File: src/wsdf_pkg.sv
// ----------------------------------------------------------------------------
// wsdf_pkg
// Shared types and constants for the WebSocket frame deframer.
// ----------------------------------------------------------------------------
package wsdf_pkg;

	localparam int LEN_WIDTH   = 64;
	localparam int HDR_CNT_W   = 3;
	localparam int QUEUE_DEPTH = 2;
	localparam int QPTR_W      = (QUEUE_DEPTH > 1) ? $clog2(QUEUE_DEPTH) : 1;
	localparam int QCNT_W      = $clog2(QUEUE_DEPTH + 1);

	localparam logic [LEN_WIDTH-1:0] LEN_MAX = '1;

	localparam logic [3:0] OPC_BINARY = 4'd2;
	localparam logic [3:0] OPC_CLOSE  = 4'd8;
	localparam logic [3:0] OPC_PONG   = 4'd10;

	localparam logic [6:0] LEN_CODE_16 = 7'd126;
	localparam logic [6:0] LEN_CODE_64 = 7'd127;

	localparam logic [HDR_CNT_W-1:0] EXT_LAST_16 = HDR_CNT_W'(1);
	localparam logic [HDR_CNT_W-1:0] EXT_LAST_64 = HDR_CNT_W'(7);
	localparam logic [HDR_CNT_W-1:0] MASK_LAST   = HDR_CNT_W'(3);

	typedef enum logic [2:0] {
		ST_OK         = 3'd0,
		ST_RSV_BIT    = 3'd1,
		ST_RSV_OPCODE = 3'd2,
		ST_CTRL_LEN   = 3'd3,
		ST_HALTED     = 3'd4
	} status_t;

	typedef enum logic [2:0] {
		PH_HDR0    = 3'd0,
		PH_HDR1    = 3'd1,
		PH_EXTLEN  = 3'd2,
		PH_MASK    = 3'd3,
		PH_PAYLOAD = 3'd4
	} phase_t;

	// one classified result word, queued between parser and output stage
	typedef struct packed {
		logic       has_data;
		logic [7:0] data;
		logic [7:0] key;
		logic [3:0] opcode;
		logic       fin;
		logic       ccb;
		logic       eof;
		status_t    status;
	} wsdf_entry_t;

endpackage

File: src/wsdf_byte_if.sv
// ----------------------------------------------------------------------------
// wsdf_byte_if
// Valid/ready channel carrying one received byte per word.
// ----------------------------------------------------------------------------
interface wsdf_byte_if;
	logic       valid;
	logic       ready;
	logic [7:0] rx_byte;

	modport source (output valid, output rx_byte, input ready);
	modport sink (input valid, input rx_byte, output ready);
endinterface

File: src/wsdf_result_if.sv
// ----------------------------------------------------------------------------
// wsdf_result_if
// Valid/ready channel carrying one deframed result word.
// ----------------------------------------------------------------------------
interface wsdf_result_if;
	logic       valid;
	logic       ready;
	logic       has_data;
	logic [7:0] out_byte;
	logic [3:0] frame_opcode;
	logic       final_fragment;
	logic       close_code_byte;
	logic       end_of_frame;
	logic [2:0] status;

	modport source (
		output valid, output has_data, output out_byte, output frame_opcode,
		output final_fragment, output close_code_byte, output end_of_frame,
		output status, input ready
	);
	modport sink (
		input valid, input has_data, input out_byte, input frame_opcode,
		input final_fragment, input close_code_byte, input end_of_frame,
		input status, output ready
	);
endinterface

File: src/websocket_frame_deframer_unit.sv
// ----------------------------------------------------------------------------
// websocket_frame_deframer_unit
// WebSocket receive-side frame deframer, one received byte per word.
// ----------------------------------------------------------------------------
// Takes one byte per clock on byte_in, header and payload alike, while the
// queue is not full. Header bytes give no result word unless they complete
// an empty frame or carry an error; each payload byte gives one unmasked,
// tagged result word. A result word reaches frame_out through a two-word
// queue and an output register, so the input keeps flowing while frame_out
// is stalled until the queue fills. The rate is set by the per-byte parser,
// whose slowest path is the 64-bit payload counter increment and compare.
// After a protocol error every further byte returns a halted status until
// arst_n is asserted.
// ----------------------------------------------------------------------------
module websocket_frame_deframer_unit (
	input  logic          clk,
	input  logic          arst_n,
	wsdf_byte_if.sink     byte_in,
	wsdf_result_if.source frame_out
);
	import wsdf_pkg::*;

	logic        push;
	logic        pop;
	logic        q_full;
	logic        q_empty;
	wsdf_entry_t push_entry;
	wsdf_entry_t pop_entry;

	wsdf_front u_front (
		.clk     (clk),
		.arst_n  (arst_n),
		.byte_in (byte_in),
		.q_full  (q_full),
		.push    (push),
		.entry   (push_entry)
	);

	wsdf_queue u_queue (
		.clk      (clk),
		.arst_n   (arst_n),
		.push     (push),
		.wr_entry (push_entry),
		.full     (q_full),
		.pop      (pop),
		.rd_entry (pop_entry),
		.empty    (q_empty)
	);

	wsdf_back u_back (
		.clk       (clk),
		.arst_n    (arst_n),
		.empty     (q_empty),
		.entry     (pop_entry),
		.pop       (pop),
		.frame_out (frame_out)
	);

endmodule

File: src/wsdf_front.sv
// ----------------------------------------------------------------------------
// wsdf_front
// Header parser and payload tracker: classifies each received byte and
// pushes a result word for payload bytes, empty frames and errors.
// ----------------------------------------------------------------------------
module wsdf_front (
	input  logic                  clk,
	input  logic                  arst_n,
	wsdf_byte_if.sink             byte_in,
	input  logic                  q_full,
	output logic                  push,
	output wsdf_pkg::wsdf_entry_t entry
);
	import wsdf_pkg::*;

	phase_t                 phase_q, phase_d;
	logic [HDR_CNT_W-1:0]   hdr_cnt_q, hdr_cnt_d;
	logic                   long_ext_q, long_ext_d;
	logic                   fin_q, fin_d;
	logic [3:0]             opc_q, opc_d;
	logic                   masked_q, masked_d;
	logic [LEN_WIDTH-1:0]   len_q, len_d;
	logic [LEN_WIDTH-1:0]   done_q, done_d;
	logic                   ovf_q, ovf_d;
	logic                   halted_q, halted_d;
	logic [7:0]             key_q [4];
	logic [7:0]             key_d [4];

	logic                   accept;
	logic [7:0]             b;
	logic                   rsv_bit;
	logic                   opc_ok;
	logic [6:0]             len_code;
	logic                   ext_code;
	logic                   ctrl_long;
	logic [LEN_WIDTH-1:0]   ext_shift;
	logic                   ext_ovf;
	logic                   ext_last;
	logic [LEN_WIDTH-1:0]   ext_len;
	logic                   mask_last;
	logic [LEN_WIDTH-1:0]   done_inc;
	logic                   last_byte;
	logic [7:0]             pay_key;

	assign byte_in.ready = !q_full;
	assign accept        = byte_in.valid && byte_in.ready;
	assign b             = byte_in.rx_byte;

	assign rsv_bit   = |b[6:4];
	assign opc_ok    = (b[3:0] <= OPC_BINARY) || ((b[3:0] >= OPC_CLOSE) && (b[3:0] <= OPC_PONG));
	assign len_code  = b[6:0];
	assign ext_code  = (len_code == LEN_CODE_16) || (len_code == LEN_CODE_64);
	assign ctrl_long = opc_q > OPC_BINARY;

	// extended length: shift in big-endian, sticky overflow past LEN_WIDTH
	assign ext_shift = {len_q[LEN_WIDTH-9:0], b};
	assign ext_ovf   = ovf_q || (|len_q[LEN_WIDTH-1 -: 8]);
	assign ext_last  = hdr_cnt_q == (long_ext_q ? EXT_LAST_64 : EXT_LAST_16);
	assign ext_len   = ext_ovf ? LEN_MAX : ext_shift;
	assign mask_last = hdr_cnt_q == MASK_LAST;

	assign done_inc  = done_q + 1'b1;
	assign last_byte = done_inc == len_q;
	assign pay_key   = masked_q ? key_q[done_q[1:0]] : 8'h00;

	always_comb begin
		phase_d    = phase_q;
		hdr_cnt_d  = hdr_cnt_q;
		long_ext_d = long_ext_q;
		fin_d      = fin_q;
		opc_d      = opc_q;
		masked_d   = masked_q;
		len_d      = len_q;
		done_d     = done_q;
		ovf_d      = ovf_q;
		halted_d   = halted_q;
		key_d      = key_q;
		if (accept && !halted_q) begin
			unique case (phase_q)
				PH_HDR0: begin
					if (rsv_bit || !opc_ok) begin
						halted_d = 1'b1;
					end else begin
						fin_d   = b[7];
						opc_d   = b[3:0];
						phase_d = PH_HDR1;
					end
				end
				PH_HDR1: begin
					masked_d = b[7];
					if (ext_code) begin
						if (ctrl_long) begin
							halted_d = 1'b1;
						end else begin
							long_ext_d = len_code == LEN_CODE_64;
							hdr_cnt_d  = '0;
							len_d      = '0;
							ovf_d      = 1'b0;
							phase_d    = PH_EXTLEN;
						end
					end else begin
						len_d = LEN_WIDTH'(len_code);
						if (b[7]) begin
							hdr_cnt_d = '0;
							phase_d   = PH_MASK;
						end else begin
							done_d  = '0;
							phase_d = (len_code == 7'd0) ? PH_HDR0 : PH_PAYLOAD;
						end
					end
				end
				PH_EXTLEN: begin
					len_d     = ext_shift;
					ovf_d     = ext_ovf;
					hdr_cnt_d = hdr_cnt_q + 1'b1;
					if (ext_last) begin
						len_d = ext_len;
						if (masked_q) begin
							hdr_cnt_d = '0;
							phase_d   = PH_MASK;
						end else begin
							done_d  = '0;
							phase_d = (ext_len == '0) ? PH_HDR0 : PH_PAYLOAD;
						end
					end
				end
				PH_MASK: begin
					key_d[hdr_cnt_q[1:0]] = b;
					hdr_cnt_d             = hdr_cnt_q + 1'b1;
					if (mask_last) begin
						done_d  = '0;
						phase_d = (len_q == '0) ? PH_HDR0 : PH_PAYLOAD;
					end
				end
				PH_PAYLOAD: begin
					done_d = done_inc;
					if (last_byte) begin
						phase_d = PH_HDR0;
					end
				end
				default: begin
					phase_d = PH_HDR0;
				end
			endcase
		end
	end

	always_comb begin
		push  = 1'b0;
		entry = '0;
		if (accept) begin
			if (halted_q) begin
				push         = 1'b1;
				entry.status = ST_HALTED;
			end else begin
				unique case (phase_q)
					PH_HDR0: begin
						if (rsv_bit) begin
							push         = 1'b1;
							entry.status = ST_RSV_BIT;
						end else if (!opc_ok) begin
							push         = 1'b1;
							entry.status = ST_RSV_OPCODE;
						end
					end
					PH_HDR1: begin
						if (ext_code && ctrl_long) begin
							push         = 1'b1;
							entry.status = ST_CTRL_LEN;
						end else if (!ext_code && !b[7] && (len_code == 7'd0)) begin
							push         = 1'b1;
							entry.opcode = opc_q;
							entry.fin    = fin_q;
							entry.eof    = 1'b1;
						end
					end
					PH_EXTLEN: begin
						if (ext_last && !masked_q && (ext_len == '0)) begin
							push         = 1'b1;
							entry.opcode = opc_q;
							entry.fin    = fin_q;
							entry.eof    = 1'b1;
						end
					end
					PH_MASK: begin
						if (mask_last && (len_q == '0)) begin
							push         = 1'b1;
							entry.opcode = opc_q;
							entry.fin    = fin_q;
							entry.eof    = 1'b1;
						end
					end
					PH_PAYLOAD: begin
						push           = 1'b1;
						entry.has_data = 1'b1;
						entry.data     = b;
						entry.key      = pay_key;
						entry.opcode   = opc_q;
						entry.fin      = fin_q;
						entry.ccb      = (opc_q == OPC_CLOSE) && (done_q[LEN_WIDTH-1:1] == '0);
						entry.eof      = last_byte;
					end
					default: begin
						push = 1'b0;
					end
				endcase
			end
		end
	end

	always_ff @(posedge clk or negedge arst_n) begin
		if (!arst_n) begin
			phase_q    <= PH_HDR0;
			hdr_cnt_q  <= '0;
			long_ext_q <= 1'b0;
			fin_q      <= 1'b0;
			opc_q      <= '0;
			masked_q   <= 1'b0;
			len_q      <= '0;
			done_q     <= '0;
			ovf_q      <= 1'b0;
			halted_q   <= 1'b0;
			key_q      <= '{default: 8'h00};
		end else begin
			phase_q    <= phase_d;
			hdr_cnt_q  <= hdr_cnt_d;
			long_ext_q <= long_ext_d;
			fin_q      <= fin_d;
			opc_q      <= opc_d;
			masked_q   <= masked_d;
			len_q      <= len_d;
			done_q     <= done_d;
			ovf_q      <= ovf_d;
			halted_q   <= halted_d;
			key_q      <= key_d;
		end
	end

	a_data_only_in_payload: assert property (@(posedge clk) disable iff (!arst_n)
		(push && entry.has_data) |-> (phase_q == PH_PAYLOAD && !halted_q))
		else $error("data word pushed outside payload");

	a_halted_reports: assert property (@(posedge clk) disable iff (!arst_n)
		(accept && halted_q) |-> (push && entry.status == ST_HALTED))
		else $error("halted parser dropped a word");

	a_halt_on_error: assert property (@(posedge clk) disable iff (!arst_n)
		$rose(halted_q) |-> ($past(push) && $past(entry.status) != ST_OK))
		else $error("halt without error word");

	a_payload_count: assert property (@(posedge clk) disable iff (!arst_n)
		(phase_q == PH_PAYLOAD) |-> (done_q < len_q))
		else $error("payload count overran frame length");

endmodule

File: src/wsdf_queue.sv
// ----------------------------------------------------------------------------
// wsdf_queue
// Short FIFO of result words between the parser and the output stage.
// ----------------------------------------------------------------------------
module wsdf_queue (
	input  logic                  clk,
	input  logic                  arst_n,
	input  logic                  push,
	input  wsdf_pkg::wsdf_entry_t wr_entry,
	output logic                  full,
	input  logic                  pop,
	output wsdf_pkg::wsdf_entry_t rd_entry,
	output logic                  empty
);
	import wsdf_pkg::*;

	wsdf_entry_t        mem_q [QUEUE_DEPTH];
	logic [QPTR_W-1:0]  wr_q;
	logic [QPTR_W-1:0]  rd_q;
	logic [QCNT_W-1:0]  cnt_q;

	assign full     = cnt_q == QCNT_W'(QUEUE_DEPTH);
	assign empty    = cnt_q == '0;
	assign rd_entry = mem_q[rd_q];

	always_ff @(posedge clk) begin
		if (push) begin
			mem_q[wr_q] <= wr_entry;
		end
	end

	always_ff @(posedge clk or negedge arst_n) begin
		if (!arst_n) begin
			wr_q  <= '0;
			rd_q  <= '0;
			cnt_q <= '0;
		end else begin
			if (push) begin
				wr_q <= (wr_q == QPTR_W'(QUEUE_DEPTH - 1)) ? '0 : wr_q + 1'b1;
			end
			if (pop) begin
				rd_q <= (rd_q == QPTR_W'(QUEUE_DEPTH - 1)) ? '0 : rd_q + 1'b1;
			end
			if (push && !pop) begin
				cnt_q <= cnt_q + 1'b1;
			end else if (pop && !push) begin
				cnt_q <= cnt_q - 1'b1;
			end
		end
	end

endmodule

File: src/wsdf_back.sv
// ----------------------------------------------------------------------------
// wsdf_back
// Output stage: unmasks the queued byte and holds the result word until
// the sink takes it.
// ----------------------------------------------------------------------------
module wsdf_back (
	input  logic                  clk,
	input  logic                  arst_n,
	input  logic                  empty,
	input  wsdf_pkg::wsdf_entry_t entry,
	output logic                  pop,
	wsdf_result_if.source         frame_out
);
	import wsdf_pkg::*;

	logic       valid_q;
	logic       has_data_q;
	logic [7:0] out_byte_q;
	logic [3:0] opcode_q;
	logic       fin_q;
	logic       ccb_q;
	logic       eof_q;
	status_t    status_q;

	assign pop = !empty && (!valid_q || frame_out.ready);

	always_ff @(posedge clk or negedge arst_n) begin
		if (!arst_n) begin
			valid_q <= 1'b0;
		end else if (pop) begin
			valid_q <= 1'b1;
		end else if (frame_out.ready) begin
			valid_q <= 1'b0;
		end
	end

	always_ff @(posedge clk) begin
		if (pop) begin
			has_data_q <= entry.has_data;
			out_byte_q <= entry.data ^ entry.key;
			opcode_q   <= entry.opcode;
			fin_q      <= entry.fin;
			ccb_q      <= entry.ccb;
			eof_q      <= entry.eof;
			status_q   <= entry.status;
		end
	end

	assign frame_out.valid           = valid_q;
	assign frame_out.has_data        = has_data_q;
	assign frame_out.out_byte        = out_byte_q;
	assign frame_out.frame_opcode    = opcode_q;
	assign frame_out.final_fragment  = fin_q;
	assign frame_out.close_code_byte = ccb_q;
	assign frame_out.end_of_frame    = eof_q;
	assign frame_out.status          = status_q;

endmodule

File: src/flat_wrapper.sv
// flat-port wrapper written by rule: the top's interface ports become plain ports
module websocket_frame_deframer_unit_flat import wsdf_pkg::*;
  (clk, arst_n, byte_in_valid, byte_in_rx_byte, byte_in_ready, frame_out_valid, frame_out_has_data, frame_out_out_byte, frame_out_frame_opcode, frame_out_final_fragment, frame_out_close_code_byte, frame_out_end_of_frame, frame_out_status, frame_out_ready);
  wsdf_byte_if byte_in_i ();
  wsdf_result_if frame_out_i ();
  input  logic clk;
  input  logic arst_n;
  input wire logic [$bits(byte_in_i.valid)-1:0] byte_in_valid;
  input wire logic [$bits(byte_in_i.rx_byte)-1:0] byte_in_rx_byte;
  output wire logic [$bits(byte_in_i.ready)-1:0] byte_in_ready;
  output wire logic [$bits(frame_out_i.valid)-1:0] frame_out_valid;
  output wire logic [$bits(frame_out_i.has_data)-1:0] frame_out_has_data;
  output wire logic [$bits(frame_out_i.out_byte)-1:0] frame_out_out_byte;
  output wire logic [$bits(frame_out_i.frame_opcode)-1:0] frame_out_frame_opcode;
  output wire logic [$bits(frame_out_i.final_fragment)-1:0] frame_out_final_fragment;
  output wire logic [$bits(frame_out_i.close_code_byte)-1:0] frame_out_close_code_byte;
  output wire logic [$bits(frame_out_i.end_of_frame)-1:0] frame_out_end_of_frame;
  output wire logic [$bits(frame_out_i.status)-1:0] frame_out_status;
  input wire logic [$bits(frame_out_i.ready)-1:0] frame_out_ready;
  assign byte_in_i.valid = byte_in_valid;
  assign byte_in_i.rx_byte = byte_in_rx_byte;
  assign byte_in_ready = byte_in_i.ready;
  assign frame_out_valid = frame_out_i.valid;
  assign frame_out_has_data = frame_out_i.has_data;
  assign frame_out_out_byte = frame_out_i.out_byte;
  assign frame_out_frame_opcode = frame_out_i.frame_opcode;
  assign frame_out_final_fragment = frame_out_i.final_fragment;
  assign frame_out_close_code_byte = frame_out_i.close_code_byte;
  assign frame_out_end_of_frame = frame_out_i.end_of_frame;
  assign frame_out_status = frame_out_i.status;
  assign frame_out_i.ready = frame_out_ready;
  websocket_frame_deframer_unit u_core (.clk(clk), .arst_n(arst_n), .byte_in(byte_in_i), .frame_out(frame_out_i));
endmodule
File: config.mk
export PLATFORM = sky130hd
export DESIGN_NAME = websocket_frame_deframer_unit_flat
export DESIGN_NICKNAME = d
export VERILOG_FILES = /design/src/wsdf_pkg.sv /design/src/wsdf_byte_if.sv /design/src/wsdf_result_if.sv /design/src/websocket_frame_deframer_unit.sv /design/src/wsdf_front.sv /design/src/wsdf_queue.sv /design/src/wsdf_back.sv /design/src/flat_wrapper.sv
export SDC_FILE = /design/constraint.sdc
export NUM_CORES = 1
export LEC_CHECK = 0
export BUFFER_PORTS_ARGS = -buffer_cell sky130_fd_sc_hd__buf_2
export CAP_MARGIN = 10
export CORE_MARGIN = 2
export CORE_UTILIZATION = 40
export CTS_CLUSTER_DIAMETER = 200
export DETAILED_ROUTE_END_ITERATION = 7
export PLACE_DENSITY_LB_ADDON = 0.3
export SETUP_SLACK_MARGIN = 0.05
export SLEW_MARGIN = 20
export SYNTH_ARGS = -nofsm -noshare
export SYNTH_HDL_FRONTEND = slang
export SYNTH_SLANG_ARGS = --single-unit
export TNS_END_PERCENT = 50
File: constraint.sdc
create_clock -name clk -period 6.99 [get_ports clk]
set_input_delay 1.398 -clock clk [delete_from_list [all_inputs] [get_ports clk]]
set_output_delay 1.398 -clock clk [all_outputs]
set_load 0.02 [all_outputs]
; Yosys cells after proc, flatten, opt, wreduce, memory -nomap -nowiden
; Memories as Yosys holds them, arrays and structs flattened.
; Cells that the tools add are included.
[totals]
romBits = 0
memories = 1
output_inout_bits = 21
input_bits = 12
latchBits = 0
register_bits = 199
word_cells = 198
mem_bits_rw = 54
[op_classes]
n_div = 0
multipliers = 0
n_mux = 77
addsub = 6
n_reduce_logical = 53
bitwise = 5
shift = 0
eq_ne = 24
magnitude_cmp = 7
[mem_list]
columns = name, words, word_bits, read_ports, rd_clocked_by_memory_dff, wr, line
row1 = u_core.u_queue.mem_q, 2, 27, 1, 0, 1, wsdf_queue.sv:17  ; wsdf_entry_t mem_q [QUEUE_DEPTH];
[ops]
columns = cell, n
row1 = $mux W64, 9
row2 = $pmux W64 S4, 1
row3 = $logic_not A64 Y1, 2
row4 = $pmux W64 S2, 1
row5 = $add A64 B1 Y64 const B, 1
row6 = $eq A64 B64 Y1, 1
row7 = $logic_not A63 Y1, 1
row8 = $mux W3, 18
row9 = $bwmux W32, 1
row10 = $mux W8, 4
row11 = $mux W27, 1
row12 = $mux W24, 1
row13 = $ne A2 B2 Y1 const B, 11
row14 = $mux W1, 21
row15 = $mux W5, 4
row16 = $pmux W5 S4, 1
row17 = $mux W17, 1
row18 = $bmux W8 S2, 1
row19 = $demux W8 S2, 1
row20 = $pmux W3 S5, 1
row21 = $eq A7 B7 Y1 const B, 2
row22 = $logic_and A1 B1 Y1, 14
row23 = $reduce_and A4 Y1, 3
row24 = $logic_not A1 Y1, 10
row25 = 40 further kinds, 61

; Logic depth before layout (Yosys ltp)
; Gate-level depths: netlist of the first run.
[depth]
ltp_word = 14
mapped_depth = 13
mapped_depth_nobuf = 12

; Hierarchy
; A second synthesis of the first run with hierarchy kept.
[unflattened]
cells_unflattened = 1412
hier_area_um2 = 13784.5
[by_module_without_submodules]
columns = mod, area_per_inst_um2, cells_per_inst, instances, seq_area_each_um2
row1 = wsdf_front, 10859.2, 1280, 1, 4379.2
row2 = wsdf_queue, 2234.6, 100, 1, 1721.7
row3 = wsdf_back, 690.7, 32, 1, 595.6

; Least setup slack after synthesis of the first run
; OpenSTA, ideal clock, no wires.
[synth_timing]
path_kind = input to register
startpoint = input port byte_in_rx_byte[1]
endpoint = memory u_core.u_queue.mem_q[0][0] in the netlist's numbering, enable pin
arrival_ps = 4085
setup_time_ps = 414
path_slack_ps = 2491
path_buffers = 1
cell_stages = 7
required_time_ps = 6576
cell_sequence = clkbuf_1 -> nand2_1 -> or3_1 -> nor3_1 -> nor3_1 -> a21oi_1 -> nor2b_1
[synth_between]
elab_chain_len = 12
word_cells_on_any_way = 26
classes_between = 3 x order compare / 2 x eq/ne / 11 x mux / 10 x reduce/logical
[synth_rtl]
columns = element, line
row1 = from (decl), flat_wrapper.sv:9  ; input wire logic [$bits(byte_in_i.rx_byte)-1:0] byte_in_rx_byte;
row2 = branches (longest 7 deep; another with $ge A4 B4 Y1), -
row3 = $pmux W1 S5 *, wsdf_front.sv:156  ; unique case (phase_q)
row4 = $mux W1 *, wsdf_front.sv:152  ; if (halted_q) begin
row5 = $mux W1 *, wsdf_front.sv:151  ; if (accept) begin
row6 = net u_core.push, websocket_frame_deframer_unit.sv:23  ; logic push;
row7 = $mux W1 *, wsdf_queue.sv:27  ; if (push) begin
row8 = $mux W1 (implied by the code) *, wsdf_queue.sv:28  ; mem_q[wr_q] <= wr_entry;
row9 = to (decl), wsdf_queue.sv:17
; Mark *: on every way through the listed nets, which the timed path passes.

; Worst setup path after layout of the first run
[layout_timing]
startpoint = register u_core.u_front.done_q[0]
endpoint = register u_core.u_front.phase_q[2]
[layout_between]
elab_chain_len = 4
[layout_rtl]
columns = element, line
row1 = from (decl), wsdf_front.sv:23  ; logic [LEN_WIDTH-1:0] done_q, done_d;
row2 = from (signal assigned), wsdf_front.sv:232  ; done_q <= done_d;
row3 = $add A64 B1 Y64, wsdf_front.sv:62  ; assign done_inc = done_q + 1'b1;
row4 = $eq A64 B64 Y1, wsdf_front.sv:63  ; assign last_byte = done_inc == len_q;
row5 = $ne A2 B2 Y1 (no source line), -
row6 = $reduce_and A6 Y1 (no source line), -
row7 = to (signal assigned), wsdf_front.sv:225  ; phase_q <= phase_d;
row8 = to (decl), wsdf_front.sv:16  ; phase_t phase_q, phase_d;
; No other way between the ends.
; A chain may end at the register's enable or synchronous reset.

==> flow_summary_export.csv, run 1 <==
group,metric,value,unit
worst_setup_path,cp_max_fo,15,
clock_network,cts_buffers,29,
run_status,status,"complete, no violations",
synthesis,synth_most_common_cell,"dfrtp_1",
worst_setup_path,crit_family,"simple AND/OR/NAND/NOR gates",
final_layout,final_area,15100,µm²
final_layout,num-fill-cells,3241,
synthesis,synth_ff_type,"dfrtp_1",
floorplanning,fp.coreArea,33700,µm²
clock_network,cts_max_level,1,
power,finalPower,5.19,mW
global_route,grt_pass1_wl,64.5,mm
sta,setup_viol,0,
drt,route.detailed.wl_per_inst,22.2,µm
synthesis,netlist_top_cells_area,"dfrtp_1, edfxtp_1, o21ai_0",
drt,drt_iter0_drc,1386,
final_layout,antennaDiodeCount,0,
final_layout,final_cells,1887,
sta,fin_crit_sh,61.4,%
drt,top_layer,"met4",
final_layout,syn_to_final_growth,9.80,%
synthesis,ys_warn_count,0,
global_route,antenna_found_initial,0,
placed_design,port_buffers,32,
global_route,grt_pass1_vias,10529,
drt,vias_per_cell,5.97,
floorplanning,chipHeight,190,µm
synthesis,synth_common_cells,"dfrtp_1, o21ai_0, nand2_1",
sta,rsz0062_at_grt,"no",
sta,slew_violations,0,
global_route,grtUsageTotal,23.3,%
synthesis,syn_area,13800,µm²
worst_setup_path,crit_buf_inv,0,
clock_network,cts_resized,0,
sta,timing.slew.headroom,28.5,%
drt,drt_wl_total,41.9,mm
sta,hold_slack,0.501,ns
clock_network,post_cts_buffers,0,
clock_network,clk_path_buf_depth,3,
synthesis,seq_area_frac_synth,48.6,%
placed_design,gp_congestion,1.00,
floorplanning,die_area,35900,µm²
synthesis,synth_nets,1458,
sta,worst_slew_pin_slew,1.06,ns
floorplanning,die_w,190,µm
sta,fin_skew,0.0259,ns
worst_setup_path,crit_path_top_delay_cell,"dfrtp_1",
drt,route.detailed.drc,0,
drt,antenna_left,0,
synthesis,synth-seq-cells,253,
worst_setup_path,cp-start-kind,"flop",
final_layout,final_core_util,44.9,%
flow_run,drv_cap,0,
sta,min_period,4.29,ns
drt,vias,11263,
sta,hold_violations,0,
drt,wl_met1,19.3,mm
worst_setup_path,crit_required,7.43,ns
global_route,grt-ovfl-total,0,
synthesis,synthCells,1439,
sta,finalSetupTns,0,ns
power,max-vdd-ir-drop,0.198,mV
power,p_leak,6.07,nW
worst_setup_path,cp.arrival,4.74,ns
final_layout,multi_input_area,6630,µm²
global_route,grt_max_degree,72,
clock_network,clkLatencyLatePin,0.58,ns
floorplanning,initial_core_util,40.9,%
final_layout,drive_gt1_share,12.2,%
clock_network,postCtsHoldBufs,0,
synthesis,synthArstFlopShare,71.1,%
clock_network,cts_tree,"yes",
floorplanning,rows,67,
worst_setup_path,crit_type,"flop to flop",
worst_setup_path,worstSetupEndpointType,"flop",
sta,postLayoutSetupSlackWorst,2.70,ns
drt,wl_met2,17.3,mm
placed_design,dpl.hpwl,29.8,mm
final_layout,seq_area,6700,µm²
clock_network,clk_pin_slew,0.06,ns
synthesis,avgSynthCellArea,9.57,µm²
placed_design,dp_slack,2.72,ns
power,powerDensity,343,nW/µm²
synthesis,synthDominantCellAreaShare,32.7,%
synthesis,synth-edff-count,73,
clock_network,cts_num_sinks,253,
placed_design,placed_cell_area,14200,µm²
clock_network,clockRootBuffer,"clkbuf_16",
drt,route.met3.wl,3.88,mm
synthesis,synth_cell_types,67,
worst_setup_path,max_stage_delay,0.85,ns
worst_setup_path,crit_chain,"ha_1 > nand3_1 > nor3_1 > nand3_1 > nor3_1 > xnor2_1 > nand4_1 > nor4_1 > nand4_1 > a311o_1",
placed_design,placedCellCount,1834,
final_layout,fin_nets,1436,
sta,max_freq,0.233,GHz
synthesis,yosysTopAreaCell,"dfrtp_1",
floorplanning,io_pins,33,
drt,firstDrtPassIters,6,
min_path,hold_path_class,"flop to flop",
==> flip-flops by register name, indices dropped and copies added (netlist names), 2 cells and up <==
register,cells
u_core.u_front.done_q,64
u_core.u_front.len_q,64
u_core.u_queue.mem_q,54
u_core.u_front.key_q,32
u_core.u_back.frame_out.out_byte,8
u_core.u_back.frame_out.frame_opcode,4
u_core.u_front.opc_q,4
u_core.u_back.frame_out.status,3
u_core.u_front.hdr_cnt_q,3
u_core.u_front.phase_q,3
u_core.u_queue.cnt_q,2
==> layer usage <==
metal,vias to the layer above,global-route usage [%]
li1,5146,-
met2,518,32.8
met5,-,0
met1,5503,35.8
met4,0,8.05
met3,96,4.22
==> final timing paths <==
| check | from | end | slack (ns) | cells past startpoint |
|---|---|---|---|---|
| min in group asynchronous | arst_n | u_core.u_front.key_q[30] | 0.80 | 1 |
| setup reg to reg | u_core.u_front.done_q[0] | u_core.u_front.phase_q[2] | 2.70 | 10 |
| hold reg to reg | u_core.u_queue.wr_q | u_core.u_queue.wr_q | 0.50 | 1 |
| setup / recovery | u_core.u_front.done_q[0] | u_core.u_front.phase_q[2] | 2.70 | 10 |
| max in group asynchronous | arst_n | u_core.u_front.done_q[38] | 4.91 | 2 |
| hold / removal | u_core.u_queue.wr_q | u_core.u_queue.wr_q | 0.50 | 1 |
==> power by group <==
part / leakage, nW / switching (mW) / total (mW) / internal, mW
Sequential: 3.15 / 0.429 / 2.33 / 1.90
Combinational: 2.47 / 0.791 / 1.38 / 0.589
Clock: 0.450 / 0.634 / 1.48 / 0.842
==> area by class of cell <==
type	instances	area share [%]
Clock buffer	41	5.57
Clock inverter	12	0.563
Inverter	12	0.298
Multi-Input combinational cell	1076	43.8
Sequential cell	253	44.3
Tap cell	448	3.71
Timing Repair Buffer	45	1.76
==> cells in the final DEF (no fill, tap or decap), types with 11 or more instances in the layout <==
cell         n
dfrtp_1    180
edfxtp_1    73
nor2_1     153
nand3_1     45
nor4_1      49
inv_1       11
and2_1      30
a31oi_1     12
o21ai_0    174
nand2_1    153
buf_4       13
o31ai_1     24
nor3_1      32
nand4_1     43
and3_1      37
xnor2_1     81
mux2_2      50
clkbuf_16   30
buf_2       31
a21oi_1     25
xor2_1      44
and4_1      17
==> logic make-up (layout without fill, tap and decap cells) <==
kind of cell	count (synthesis)	after routing	synth area share, %
simple gates	614	614	22.6
compound gates	270	270	11.2
flops	253	253	48.6
fa+ha+maj	7	7	0.636
xor+xnor	125	125	7.95
mux	60	60	5.54
buf+inv	110	110	3.42
No activity file was read; power rests on OpenSTA's default activity.
==> inputs of run 2 (changes only) <==
ABC_AREA = 1   (was default)
clock period = 4 ns   (was 6.99 ns; I/O delays follow)
==> run 2 against run 1 <==
  * Critical path depth up 6
  * Setup slack got worse by 1.9 ns
  * Worst hold slack lost 0.18 ns
  * Non-clock buffer count grew 8
  * Register-to-register slack lost 1.9 ns
  * Sequential share of layout area down 2.2 points
  * Clock skew down 0.0060 ns
  * Total power rose by 36%
  * Flip-flop and latch count did not move
  * Final cell count is 26% higher
  * First-iteration DRC count fell by 12%
  * Largest power group unchanged
  * Highest routed layer unchanged
==> flow_summary_export.csv, run 2 <==
group,metric,value,unit
min_path,hold_path_class,"input pin to asynchronous set/reset pin",
clock_network,cts_num_sinks,253,
drt,top_layer,"met4",
worst_setup_path,max_stage_delay,0.47,ns
synthesis,yosys.area_share.adder,0.622,%
drt,route.detailed.wl_per_inst,19.2,µm
worst_setup_path,crit_cells,16,
drt,vias,13035,
synthesis,synth-simple-area-share,30.8,%
synthesis,ys_warn_count,0,
worst_setup_path,cp-start-kind,"flop",
sta,hold_violations,0,
drt,firstDrtPassIters,6,
worst_setup_path,cp_max_fo,5,
floorplanning,fp.coreArea,34600,µm²
clock_network,clk_pin_slew,0.06,ns
clock_network,postCtsHoldBufs,0,
final_layout,multi_input_area,6420,µm²
synthesis,seq_area_frac_synth,47.5,%
global_route,grt-ovfl-total,0,
global_route,grtUsageTotal,25.2,%
sta,min_period,3.20,ns
worst_setup_path,crit_buf_inv,0,
floorplanning,die_w,192,µm
power,max-vdd-ir-drop,0.386,mV
drt,route.met3.wl,3.45,mm
floorplanning,chipHeight,192,µm
placed_design,port_buffers,32,
synthesis,synthArstFlopShare,71.1,%
global_route,antenna_found_initial,0,
sta,fin_crit_sh,80.0,%
sta,worst_slew_pin_slew,0.884,ns
final_layout,drive_gt1_share,7.41,%
clock_network,clk_path_buf_depth,3,
final_layout,syn_to_final_growth,12.9,%
final_layout,fin_nets,1925,
drt,route.detailed.drc,0,
sta,fin_skew,0.0199,ns
final_layout,num-fill-cells,3512,
floorplanning,rows,68,
synthesis,synthCells,1868,
sta,finalSetupTns,0,ns
synthesis,synth-compound-area-share,10.2,%
synthesis,synth_top_family_by_area,"simple AND/OR/NAND/NOR gates",
clock_network,cts_max_level,1,
synthesis,synth_cell_types,36,
power,p_leak,8.37,nW
floorplanning,die_area,36700,µm²
sta,max_freq,0.312,GHz
power,powerDensity,444,nW/µm²
worst_setup_path,crit_type,"flop to flop",
global_route,grt_pass1_wl,70.7,mm
synthesis,yosys.area_share.xor_xnor,3.80,%
sta,setup_viol,0,
synthesis,synth_mux_area_share,0,%
clock_network,cts_resized,0,
placed_design,dpl.hpwl,33.5,mm
worst_setup_path,crit_path_top_delay_cell,"nor2_1",
run_status,status,"complete, no violations",
sta,slew_violations,0,
global_route,grt_max_degree,97,
clock_network,cts_tree,"yes",
synthesis,synth-seq-cells,253,
worst_setup_path,crit_chain,"nand2_1 > nor2_1 > nand2_1 > nor2_1 > nand2_1 > nand2_1 > nand2_1 > nand2_1 > nand2_1 > a21oi_1 > nand4_1 > nor2_1 > nand3_1 > nor2_1 > nor2_1 > nor2_1",
placed_design,placed_cell_area,14800,µm²
synthesis,synth_ff_type,"dfrtp_1",
synthesis,synth_common_cells,"nand2_1, nor2_1, inv_1",
clock_network,clockRootBuffer,"clkbuf_16",
worst_setup_path,worstSetupEndpointType,"flop",
worst_setup_path,r2r_cells,16,
final_layout,final_cell_mix,"nand2_1, nor2_1, inv_1",
clock_network,post_cts_buffers,0,
floorplanning,initial_core_util,40.7,%
sta,timing.slew.headroom,41.1,%
drt,wl_met1,20.5,mm
drt,drt_wl_total,45.8,mm
clock_network,clkLatencyLatePin,0.58,ns
drt,vias_per_cell,5.47,
synthesis,synthDominantCellAreaShare,32.0,%
sta,rsz0062_at_grt,"no",
final_layout,layout.cells.most_common,"nand2_1",
worst_setup_path,crit_required,4.42,ns
final_layout,reg_top3,"u_core.u_front.done_q: 64 flops, u_core.u_front.len_q: 64 flops, u_core.u_queue.mem_q: 54 flops",
synthesis,synth_nets,1887,
drt,drt_iter0_drc,1214,
synthesis,netlist_top_cells_area,"dfrtp_1, edfxtp_1, nand2_1",
final_layout,final_area,15900,µm²
drt,wl_met2,20.1,mm
final_layout,antennaDiodeCount,0,
global_route,grt_pass1_vias,12413,
worst_setup_path,crit_family,"simple AND/OR/NAND/NOR gates",
worst_setup_path,cp.arrival,3.62,ns
synthesis,synth_most_common_cell,"nand2_1",
synthesis,synth-edff-count,73,
flow_run,drv_cap,0,
worst_setup_path,path_common_cell,"nand2_1",
floorplanning,io_pins,33,
synthesis,syn_area,14100,µm²
synthesis,yosysTopAreaCell,"dfrtp_1",
synthesis,avgSynthCellArea,7.54,µm²
drt,antenna_left,0,
placed_design,gp_congestion,0.954,
clock_network,cts_buffers,29,
final_layout,seq_area,6700,µm²
run 2: power by group:
group / switching, mW / leakage [nW] / internal (mW) / total [mW]
registers: 0.142 / 2.54 / 3.10 / 3.24
clock network: 1.18 / 0.518 / 1.80 / 2.98
logic: 0.579 / 5.32 / 0.259 / 0.838
run 2: metrics by stage:
step	instances	hold slack [ns]	setup WS, ns	power (mW)	utilization, %
after floorplan	1868	0.446	0.460	3.80	-
after global placement	2330	0.461	0.657	4.11	42.9
after detailed placement	2330	0.468	0.625	4.14	42.9
after CTS	2384	0.357	0.949	7.13	45.9
after global routing	2384	0.393	0.634	7.33	45.9
final	2384	0.316	0.800	7.06	45.9
run 2: cell type report:
class                      instances  area share, %
clock buffer                      34           4.93
tap                              455           3.58
sequential                       253           42.1
multi-input combinational       1351           40.3
clock inverter                    20           1.80
inverter                         218           5.14
timing repair buffer              53           2.13
run 2: routing by layer:
metal  GRT usage [%]  vias up
li1                -     6224
met1            35.9     6194
met2            38.6      522
met3            4.09       95
met4            8.91        0
met5               0        -
run 2: final timing paths:
check | start | end | slack, ns
max | u_core.u_front.done_q[17] | u_core.u_queue.mem_q[1][3] | 0.80
min | arst_n | u_core.u_front.done_q[37] | 0.32
max reg2reg | u_core.u_front.done_q[17] | u_core.u_queue.mem_q[1][3] | 0.80
min reg2reg | u_core.u_queue.cnt_q[0] | u_core.u_queue.cnt_q[0] | 0.48
max in group asynchronous | arst_n | u_core.u_front.key_q[0] | 2.66
min in group clk | frame_out_ready | u_core.u_back.frame_out.valid | 0.42
run 2: logic make-up (layout without fill, tap and decap cells):
logic type      Yosys count  after routing
compound gates          258            258
xor+xnor                 50             50
fa+ha+maj                 7              7
buf+inv                 264            325
flops                   253            253
simple gates           1036           1036
==> inputs of run 3 (changes only) <==
clock period = 2.9 ns   (was 4 ns; I/O delays follow)
==> run 3 against run 2 <==
  * Via count rose by 5.0%
  * Utilization rose by 4.6 points
  * Maximum frequency rose by 16%
  * First-iteration DRC count rose by 10%
  * Critical endpoint is now u_core.u_queue.mem_q[0][3]
  * Highest routed layer unchanged
  * Sequential share of layout area fell by 3.7 points
==> flow_summary_export.csv, run 3 (synthesis results as in run 2) <==
group,metric,value,unit
worst_setup_path,crit_type,"flop to flop",
floorplanning,die_area,36700,µm²
power,power.share.switching,26.1,%
final_layout,layout.cells.most_common,"nand2_1",
power,p_leak,9.08,nW
final_layout,num-fill-cells,3289,
min_path,hold_start,"frame_out_ready",
drt,firstDrtPassIters,8,
worst_setup_path,cp-startpoint,"u_core.u_front.done_q[15]",
placed_design,port_buffers,32,
sta,setup_viol,0,
worst_setup_path,worstSetupEndpointType,"flop",
run_status,status,"complete, no violations",
placed_design,placed_cell_area,15600,µm²
worst_setup_path,r2r_cells,19,
power,max-vdd-ir-drop,0.578,mV
sta,postLayoutSetupSlackWorst,0.141,ns
worst_setup_path,crit_cells,19,
sta,min_period,2.76,ns
floorplanning,rows,68,
sta,slew_violations,0,
sta,timing.slew.headroom,59.5,%
global_route,grt-ovfl-total,0,
worst_setup_path,crit_chain,"nand2_1 > nor2_1 > nand2_2 > nor2_8 > buf_12 > nand2_4 > nor2_1 > nand2_1 > nand2_1 > nand2_1 > nand2_2 > o21ai_1 > nor2_1 > nand2_1 > nor2_2 > nand2_1 > nor2_2 > nor2_1 > nor2_1",
global_route,grt_pass1_wl,73.2,mm
sta,worst_slew_pin_slew,0.603,ns
worst_setup_path,crit_path_top_delay_cell,"dfrtp_1",
worst_setup_path,path_common_cell,"nand2_1",
worst_setup_path,rrSetupSlack,0.14,ns
power,clkPwrFrac,41.2,%
drt,drt_wl_total,47.6,mm
clock_network,clk_pin_slew,0.06,ns
drt,route.detailed.drc,0,
sta,rsz0062_at_grt,"yes",
final_layout,seq_area,6710,µm²
final_layout,drive_gt1_share,18.4,%
global_route,antenna_found_initial,0,
worst_setup_path,cp_max_fo,6,
worst_setup_path,cp-endpoint,"u_core.u_queue.mem_q[0][3]",
final_layout,final_cells,2513,
worst_setup_path,crit_buf_inv,1,
sta,fin_crit_sh,95.1,%
worst_setup_path,r2r-end,"u_core.u_queue.mem_q[0][3]",
clock_network,cts_buffers,29,
worst_setup_path,rr_startpoint,"u_core.u_front.done_q[15]",
clock_network,clockRootBuffer,"clkbuf_16",
worst_setup_path,cp.arrival,3.18,ns
sta,max_freq,0.362,GHz
power,pwr-share-seq,45.7,%
final_layout,final_core_util,50.5,%
flow_run,drv_cap,0,
worst_setup_path,crit_required,3.32,ns
clock_network,cts_num_sinks,253,
final_layout,syn_to_final_growth,24.2,%
clock_network,cts_max_level,1,
drt,route.detailed.wl_per_inst,18.9,µm
drt,vias,13693,
drt,vias_per_cell,5.45,
placed_design,placedCellCount,2424,
power,internal-power,7.13,mW
floorplanning,die_w,192,µm
sta,hold_violations,0,
drt,drt_iter0_drc,1337,
floorplanning,initial_core_util,40.7,%
global_route,grtUsageTotal,25.8,%
clock_network,clk_path_buf_depth,3,
final_layout,final_cell_mix,"nand2_1, nor2_1, inv_1",
floorplanning,io_pins,33,
worst_setup_path,max_stage_delay,0.43,ns
final_layout,final_area,17500,µm²
drt,antenna_left,0,
sta,hold_slack,0.212,ns
floorplanning,chipHeight,192,µm
placed_design,gp_congestion,1.01,
final_layout,antennaDiodeCount,0,
min_path,hold_path_class,"input pin to flop",
global_route,grt_max_degree,72,
floorplanning,fp.coreArea,34600,µm²
sta,fin_skew,0.0171,ns
final_layout,reg_top3,"u_core.u_front.done_q: 64 flops, u_core.u_front.len_q: 64 flops, u_core.u_queue.mem_q: 54 flops",
worst_setup_path,cp-start-kind,"flop",
placed_design,dp_slack,-0.0396,ns
power,powerDensity,551,nW/µm²
clock_network,cts_tree,"yes",
final_layout,fin_nets,2054,
global_route,grt_pass1_vias,12888,
placed_design,dpl.hpwl,35.4,mm
clock_network,clkLatencyLatePin,0.57,ns
power,combPwrFrac,13.1,%
worst_setup_path,crit_family,"simple AND/OR/NAND/NOR gates",
power,netSwitchingPower,2.52,mW
final_layout,multi_input_area,6910,µm²
run 3: changes by cell type in the layout (fill, tap and decap cells not counted), sizes merged:
cell         change
buf            +128
clkbuf           +7
clkinv           -3
clkinvlp         -3
bufinv           -1
dlygate4sd3      +1
run 3: power groups by stage:
stage	clock network [mW]	registers [mW]	logic, mW
final	3.98	4.41	1.26
after detailed placement	0	4.48	1.28
after global routing	4.18	4.46	1.41
after global placement	0	4.46	1.26
after CTS	4.05	4.42	1.29
after floorplan	0	4.67	0.588
run 3: layout make-up:
class | count | share of cell area (%)
flip-flops and latches | 253 | 38.3
multi-input cells | 1351 | 39.5
clock buffers | 41 | 4.75
inverters | 218 | 4.69
clock inverters | 13 | 1.21
well taps | 455 | 3.25
repair buffers | 182 | 8.27
run 3: layer usage:
layer  GRT usage, %  part of all wire [%]
met1           37.0                    44
met2           40.3                    45
met3           3.40                   7.6
met4           8.46                   3.5
met5              0                     0
run 3: timing repair:
| action | 4_1_cts | 5_1_grt |
|---|---|---|
| endpoints found under the setup margin | 5 | 61 |
| resized for setup | 13 | 146 |
| hold buffers | 1 | 0 |
| endpoints found under the hold margin | 50 | 0 |
| setup buffers | 6 | 28 |
| pin swaps | 2 | 58 |
run 3: how the worst min path moves through the flow:
stage	to	slack, ns	cells past startpoint
floorplan	u_core.u_back.frame_out.valid	0.28	0
global placement	u_core.u_queue.cnt_q[0]	0.46	1
detailed placement	u_core.u_queue.cnt_q[0]	0.46	1
CTS	u_core.u_back.frame_out.valid	0.19	2
global route	u_core.u_back.frame_out.valid	0.22	2
finish	u_core.u_back.frame_out.valid	0.21	2
run 3: metrics by stage:
| stage | total power, mW | setup TNS (ns) |
|---|---|---|
| after floorplan | 5.25 | 0 |
| after global placement | 5.71 | -0.0206 |
| after detailed placement | 5.76 | -0.106 |
| after CTS | 9.76 | 0 |
| after global routing | 10.1 | -0.00356 |
| final | 9.65 | 0 |
